--- src/rtl/sfcd_pkg.sv ---
// Package for the status frame CRC decoder: word types, frame constants
// and the CRC-8 byte update function.
// Depends on nothing; every other file of the block uses it.
package sfcd_pkg;

  // CRC-8 with polynomial x^8 + x^2 + x + 1, no reflection, no final XOR.
  localparam logic [7:0] CrcPoly   = 8'h07;
  localparam logic [7:0] CrcTopBit = 8'h80;
  localparam logic [7:0] LowNibble = 8'h0F;
  localparam logic [0:0] OneBit    = 1'b1;

  // Frame layout: seven captured bytes followed by the CRC byte.
  localparam int unsigned FrameBytes = 8;
  localparam int unsigned PosWidth   = $clog2(FrameBytes);
  localparam int unsigned DataBytes  = FrameBytes - 1;
  localparam logic [PosWidth-1:0] FrameLast = PosWidth'(DataBytes);

  typedef logic [PosWidth-1:0] frame_pos_t;

  // One incoming frame byte.
  typedef struct packed {
    logic [7:0] data_byte;
    logic       frame_start;
  } frame_word_t;

  // One decoded frame.
  typedef struct packed {
    logic [7:0]  hour;
    logic [7:0]  minute;
    logic [7:0]  second;
    logic [7:0]  value_integer;
    logic [3:0]  value_tenths;
    logic        power_plugged;
    logic [15:0] sender_calls;
    logic [7:0]  sent_crc;
    logic        crc_valid;
  } result_word_t;

  // Folds one byte into the running CRC, one bit of the byte per step.
  function automatic logic [7:0] crc8_fold(input logic [7:0] crc, input logic [7:0] b);
    logic [7:0] c;
    c = crc ^ b;
    for (int i = 0; i < 8; i++) begin
      if ((c & CrcTopBit) != 8'h00) begin
        c = {c[6:0], 1'b0} ^ CrcPoly;
      end else begin
        c = {c[6:0], 1'b0};
      end
    end
    return c;
  endfunction

endpackage

--- src/rtl/sfcd_if.sv ---
// Valid/ready channel interfaces for the status frame CRC decoder.
// Depends on sfcd_pkg for the word types.

// Channel carrying frame bytes into the decoder.
interface sfcd_frame_if;
  logic                      valid;
  logic                      ready;
  sfcd_pkg::frame_word_t     data;

  modport source (output valid, output data, input ready);
  modport sink   (input valid, input data, output ready);
endinterface

// Channel carrying decoded frames out of the decoder.
interface sfcd_result_if;
  logic                      valid;
  logic                      ready;
  sfcd_pkg::result_word_t    data;

  modport source (output valid, output data, input ready);
  modport sink   (input valid, input data, output ready);
endinterface

--- src/rtl/status_frame_crc_decoder.sv ---
// Top level of the status frame CRC decoder.
// Depends on sfcd_pkg and on the channel interfaces in sfcd_if.sv.

// The decoder takes one frame byte per clock cycle unless held off and emits
// one decoded word per eight-byte frame, registered, in the cycle after the
// final byte is taken. Each data byte goes through a single CRC-8 update and
// the position counter when accepted; the last byte is checked against the
// CRC, so the sustained rate is one byte per cycle. The result register
// decouples the two sides: bytes keep flowing while a decoded word waits, and
// input is held off only when a word is still waiting in the result register
// and is not being taken. A byte marked as frame start always begins a new
// frame and drops any partial one; after the eighth byte the next byte starts
// a new frame anyway. The first eight bytes after reset form a frame.
module status_frame_crc_decoder (
  input  logic                  clk_i,
  input  logic                  rst_ni,
  sfcd_frame_if.sink            frame_i,
  sfcd_result_if.source         result_o
);

  // Frame state.
  sfcd_pkg::frame_pos_t pos_q, pos_d;
  logic [7:0]           crc_q, crc_d;
  logic [7:0]           captured_q [sfcd_pkg::DataBytes];

  // Result register.
  logic                   out_valid_q, out_valid_d;
  sfcd_pkg::result_word_t out_data_q;
  sfcd_pkg::result_word_t result_w;

  logic                 accept_w;
  logic                 is_last_w;
  sfcd_pkg::frame_pos_t pos_w;
  logic [7:0]           crc_w;

  // A byte is taken unless a decoded word is stuck in the result register.
  assign frame_i.ready = !out_valid_q || result_o.ready;
  assign accept_w      = frame_i.valid && frame_i.ready;

  // Frame start overrides the running position and CRC.
  assign pos_w     = frame_i.data.frame_start ? '0 : pos_q;
  assign crc_w     = frame_i.data.frame_start ? 8'h00 : crc_q;
  assign is_last_w = (pos_w == sfcd_pkg::FrameLast);

  // Decode of the finished frame from the captured bytes and the CRC byte.
  always_comb begin
    result_w.hour          = captured_q[0];
    result_w.minute        = captured_q[1];
    result_w.second        = captured_q[2];
    result_w.value_integer = captured_q[3];
    result_w.value_tenths  = 4'(captured_q[4] & sfcd_pkg::LowNibble);
    result_w.power_plugged = captured_q[4][4] & sfcd_pkg::OneBit;
    result_w.sender_calls  = {captured_q[5], captured_q[6]};
    result_w.sent_crc      = frame_i.data.data_byte;
    result_w.crc_valid     = (crc_w == frame_i.data.data_byte);
  end

  // Next position, CRC and result-valid.
  always_comb begin
    pos_d       = pos_q;
    crc_d       = crc_q;
    out_valid_d = out_valid_q;
    if (result_o.valid && result_o.ready) begin
      out_valid_d = 1'b0;
    end
    if (accept_w) begin
      if (is_last_w) begin
        pos_d       = '0;
        crc_d       = 8'h00;
        out_valid_d = 1'b1;
      end else begin
        pos_d = pos_w + sfcd_pkg::PosWidth'(1);
        crc_d = sfcd_pkg::crc8_fold(crc_w, frame_i.data.data_byte);
      end
    end
  end

  // Control state.
  always_ff @(posedge clk_i or negedge rst_ni) begin
    if (!rst_ni) begin
      pos_q       <= '0;
      crc_q       <= 8'h00;
      out_valid_q <= 1'b0;
    end else begin
      pos_q       <= pos_d;
      crc_q       <= crc_d;
      out_valid_q <= out_valid_d;
    end
  end

  // Captured bytes and result payload need no reset.
  always_ff @(posedge clk_i) begin
    if (accept_w) begin
      if (is_last_w) begin
        out_data_q <= result_w;
      end else begin
        captured_q[pos_w] <= frame_i.data.data_byte;
      end
    end
  end

  assign result_o.valid = out_valid_q;
  assign result_o.data  = out_data_q;

  // The final byte of a frame always produces a decoded word next cycle.
  a_last_gives_result: assert property (@(posedge clk_i) disable iff (!rst_ni)
    accept_w && is_last_w |=> out_valid_q && pos_q == '0 && crc_q == 8'h00)
    else $error("final frame byte did not produce a result or clear state");

  // A decoded word appears only after the final byte of a frame.
  a_result_has_cause: assert property (@(posedge clk_i) disable iff (!rst_ni)
    $rose(out_valid_q) |-> $past(accept_w && is_last_w))
    else $error("result appeared without a completed frame");

  // Input is held off while a waiting word is not taken.
  a_stall_blocks_input: assert property (@(posedge clk_i) disable iff (!rst_ni)
    out_valid_q && !result_o.ready |-> !frame_i.ready)
    else $error("byte accepted while a result was stalled");

  // Position and CRC do not move without an accepted byte.
  a_state_holds: assert property (@(posedge clk_i) disable iff (!rst_ni)
    !accept_w |=> $stable(pos_q) && $stable(crc_q))
    else $error("frame state changed without an accepted byte");

endmodule
--- src/flat_wrapper.sv ---
// flat-port wrapper written by rule: the top's interface ports become plain ports
module status_frame_crc_decoder_flat 
  (clk_i, rst_ni, frame_i_valid, frame_i_data, frame_i_ready, result_o_valid, result_o_data, result_o_ready);
  sfcd_frame_if frame_i_i ();
  sfcd_result_if result_o_i ();
  input  logic clk_i;
  input  logic rst_ni;
  input wire logic [$bits(frame_i_i.valid)-1:0] frame_i_valid;
  input wire logic [$bits(frame_i_i.data)-1:0] frame_i_data;
  output wire logic [$bits(frame_i_i.ready)-1:0] frame_i_ready;
  output wire logic [$bits(result_o_i.valid)-1:0] result_o_valid;
  output wire logic [$bits(result_o_i.data)-1:0] result_o_data;
  input wire logic [$bits(result_o_i.ready)-1:0] result_o_ready;
  assign frame_i_i.valid = frame_i_valid;
  assign frame_i_i.data = frame_i_data;
  assign frame_i_ready = frame_i_i.ready;
  assign result_o_valid = result_o_i.valid;
  assign result_o_data = result_o_i.data;
  assign result_o_i.ready = result_o_ready;
  status_frame_crc_decoder u_core (.clk_i(clk_i), .rst_ni(rst_ni), .frame_i(frame_i_i), .result_o(result_o_i));
endmodule
--- config.mk ---
export PLATFORM = sky130hd
export DESIGN_NAME = status_frame_crc_decoder_flat
export DESIGN_NICKNAME = d
export VERILOG_FILES = /design/src/rtl/sfcd_pkg.sv /design/src/rtl/sfcd_if.sv /design/src/rtl/status_frame_crc_decoder.sv /design/src/flat_wrapper.sv
export SDC_FILE = /design/constraint.sdc
export NUM_CORES = 1
export LEC_CHECK = 0
export BUFFER_PORTS_ARGS = -buffer_cell sky130_fd_sc_hd__clkbuf_2
export CELL_PAD_IN_SITES_DETAIL_PLACEMENT = 1
export CELL_PAD_IN_SITES_GLOBAL_PLACEMENT = 2
export CORE_ASPECT_RATIO = 0.8
export CORE_MARGIN = 10
export CORE_UTILIZATION = 40
export DETAILED_ROUTE_END_ITERATION = 12
export PLACE_DENSITY_LB_ADDON = 0.1
export RECOVER_POWER = 50
export SLEW_MARGIN = 20
export SYNTH_ARGS = -nofsm -noshare
export SYNTH_HDL_FRONTEND = slang
export SYNTH_SLANG_ARGS = --single-unit
--- constraint.sdc ---
create_clock -name clk_i -period 3.64 [get_ports clk_i]
set_clock_uncertainty 0.2 [all_clocks]
set_input_delay 0 -clock clk_i [delete_from_list [all_inputs] [get_ports clk_i]]
set_output_delay 0 -clock clk_i [all_outputs]
set_load 0.01 [all_outputs]
==> out/metrics.csv <==
stage;metric;value;unit
cts;cts_tree;built;
worst_hold_path;hold_start;frame_i_data[0];
route;met2_length;4114;um
setup_path;worstSetupPathType;reg -> reg;
finish;nNetsFinal;346;
power_and_ir_drop;vdd_drop_max;0.3187;mV
floorplan;start_util;0.4073;
place;dp_hpwl;5787;um
sta;slew_headroom;0.5468;
logic_synthesis;syn_area_per_cell;20.17;um2
cts;h-tree-depth;4;
setup_path;critPathLaunchType;flip-flop;
sta;period_share;0.7429;
floorplan;fp.dieW;137.5;um
sta;maxSlewViolCount;0;
finish;final_cell_mix;edfxtp_1 (115), clkbuf_1 (53), clkbuf_2 (23);
route;drc_errors;0;
cts;clock_latency;400;ps
finish;final_common_cell;edfxtp_1;
logic_synthesis;ys_top_cells_by_area;edfxtp_1 (78%), dfrtp_1 (6.8%), xnor2_1 (3.6%), ha_1 (1.1%), nor2b_1 (0.99%);
sta;finalSetupViolations;0;
route;drt_wl_total;8553;um
power_and_ir_drop;leakagePower;0.001969;uW
logic_synthesis;synth_flop_cell;edfxtp_1;
logic_synthesis;async_reset_ff_frac;0.09449;
logic_synthesis;syn_nets;236;
setup_path;cp-startpoint;u_core.pos_q[1]$_DFFE_PN0P_;
grt;grt_antenna_before_repair;0;
finish;n_fill_cell;1047;
place;io_buffers;76;
logic_synthesis;ys_seq_area_frac;0.8496;
logic_synthesis;ys_types;30;
grt;grt.overflow.total;0;
finish;drive_gt1_frac;0.2023;
logic_synthesis;synth_top_cell_area_share;0.7816;
grt;grt_max_degree;45;
floorplan;core;0.01085;mm2
sta;tightestPinTransition;679.8;ps
setup_path;cp.arrival;2620;ps
sta;timing.final.crit_period;2704;ps
logic_synthesis;postSynthCellCount;219;
route;viasPerCell;4.606;
setup_path;required;3560;ps
finish;multi_input_area;643.1;um2
setup_path;end_kind;flip-flop;
setup_path;critPathMaxFanout;5;
route;dr_wl_met3;519;um
setup_path;rr_startpoint;u_core.pos_q[1]$_DFFE_PN0P_;
cts;clock-root-buffer;clkbuf_16;
cts;path_clk_slew;60;ps
sta;rsz0062_at_grt;false;
finish;fin_cells;485;
place;dp.cells;442;
sta;setup_tns;0;ps
route;drtIter0Drc;192;
grt;grt_pass1_wl;13530;um
floorplan;pin_count;77;
route;top_layer_used;met4;
setup_path;reg2reg_slack;940;ps
route;ant_nets;0;
sta;hold_viol;0;
cts;cts_buffer_depth;2;
logic_synthesis;synth_edf_count;115;
worst_hold_path;hold_path.class;in -> reg;
floorplan;fp.dieH;114;um
sta;max_freq;0.3698;GHz
finish;regArea;0.003754;mm2
route;vias;2234;
cts;cts_made_buffers;17;
grt;grt_pass1_vias;2355;
cts;cts_sinks;127;
finish;areaGrowthSynthToFinish;27.47;%
logic_synthesis;synth_top_area_cell;edfxtp_1;
job;cap_violations;0;
place;place_congestion;0.7293;
route;detail_route.first_pass.iterations;6;
power_and_ir_drop;powerDensity;655.0;mW/mm2
logic_synthesis;yosys_warnings;0;
floorplan;die_area;0.01568;mm2
grt;grt_usage;0.1169;
logic_synthesis;synthesis.area;0.004418;mm2
route;wl_per_cell;17.64;um
outcome;status;finished, final reports clean;
floorplan;num_rows;34;
route;wl_met1;3800;um
finish;antenna_cells;0;
logic_synthesis;ys_ff_latch;127;
power_and_ir_drop;totalPowerFinal;3689;uW
area by class of cell:
cell class / count / area share
clock buffer: 17 / 0.07554
clock inverter: 14 / 0.02111
multi-input combinational: 85 / 0.1142
tap: 144 / 0.03199
inverter: 3 / 0.002000
timing repair buffer: 95 / 0.08865
sequential: 127 / 0.6665
Yosys cell counts (3+ instances only):
cell type / n
nor2_1: 7
nor4_1: 3
dfrtp_1: 12
xor2_1: 4
edfxtp_1: 115
ha_1: 4
xnor2_1: 18
nor2b_1: 7
o21ai_0: 4
nand2_1: 11
nand2b_1: 4
inv_1: 3
o21ai_1: 3
metal layers:
layer | GRT usage | up-vias
met1 | 0.1423 | 1118
met2 | 0.1811 | 61
li1 | - | 1045
met5 | 0 | -
met3 | 0.03735 | 10
met4 | 0.06381 | 0
state kept, by name, indices dropped and copies added (netlist names):
register,cells
result_o_data,53
u_core.captured_q,53
u_core.crc_q,8
u_core.pos_q,3
u_core.result_o.data,9
u_core.result_o.valid,1
critical path: stages (launching register included):
cell      delay (ps)
dfrtp_1          420
nand2b_1         200
inv_1             90
ha_1             190
ha_1             220
nor2_1           320
nand3_1          170
nor3b_1          400
buf_4            210
stage by stage:
| stage | hold slack, ps | utilization | setup slack [ps] | area (um2) |
|---|---|---|---|---|
| floorplan | -495.6 | - | 552.6 | 4418 |
| global placement | -284.8 | 0.4640 | 984.2 | 5034 |
| detailed placement | -284.4 | 0.4640 | 965.9 | 5034 |
| CTS | 32.54 | 0.5253 | 936.4 | 5698 |
| global route | 81.92 | 0.5191 | 738.9 | 5632 |
| finish | 44.16 | 0.5191 | 936.0 | 5632 |
worst paths after layout:
check                                                     to  depth (start not counted)
max                        u_core.captured_q[1][0]$_DFFE_PP_                          8
min                              u_core.pos_q[0]$_DFFE_PN0P_                          3
max reg2reg                u_core.captured_q[1][0]$_DFFE_PP_                          8
min reg2reg                      result_o_data[44]$_DFFE_PP_                          0
max in group asynchronous        u_core.crc_q[1]$_DFFE_PN0P_                          3
min in group asynchronous        u_core.crc_q[4]$_DFFE_PN0P_                          3
report_power, final:
part	total (uW)	switching [uW]	internal [uW]
Clock	1530	596	931
Sequential	1720	58.1	1670
Combinational	437	206	230
Total	3690	860	2830
what timing repair did:
item	4_1_cts	5_1_grt
hold buffers	12	0
hold endpoints to repair	74	0
gates resized for setup	0	0
buffers inserted	0	0
kinds of logic after synthesis:
logic type,Yosys count,share of synthesized area
AOI/OAI and AO/OA,11,0.01558
buffers and inverters,7,0.007929
adders and majority gates,4,0.01133
and+or+nand+nor,42,0.04900
xor gates and xnor gates,26,0.06145
muxes,2,0.005097
DFF,127,0.8496
Power figures use the tool's default switching activity.
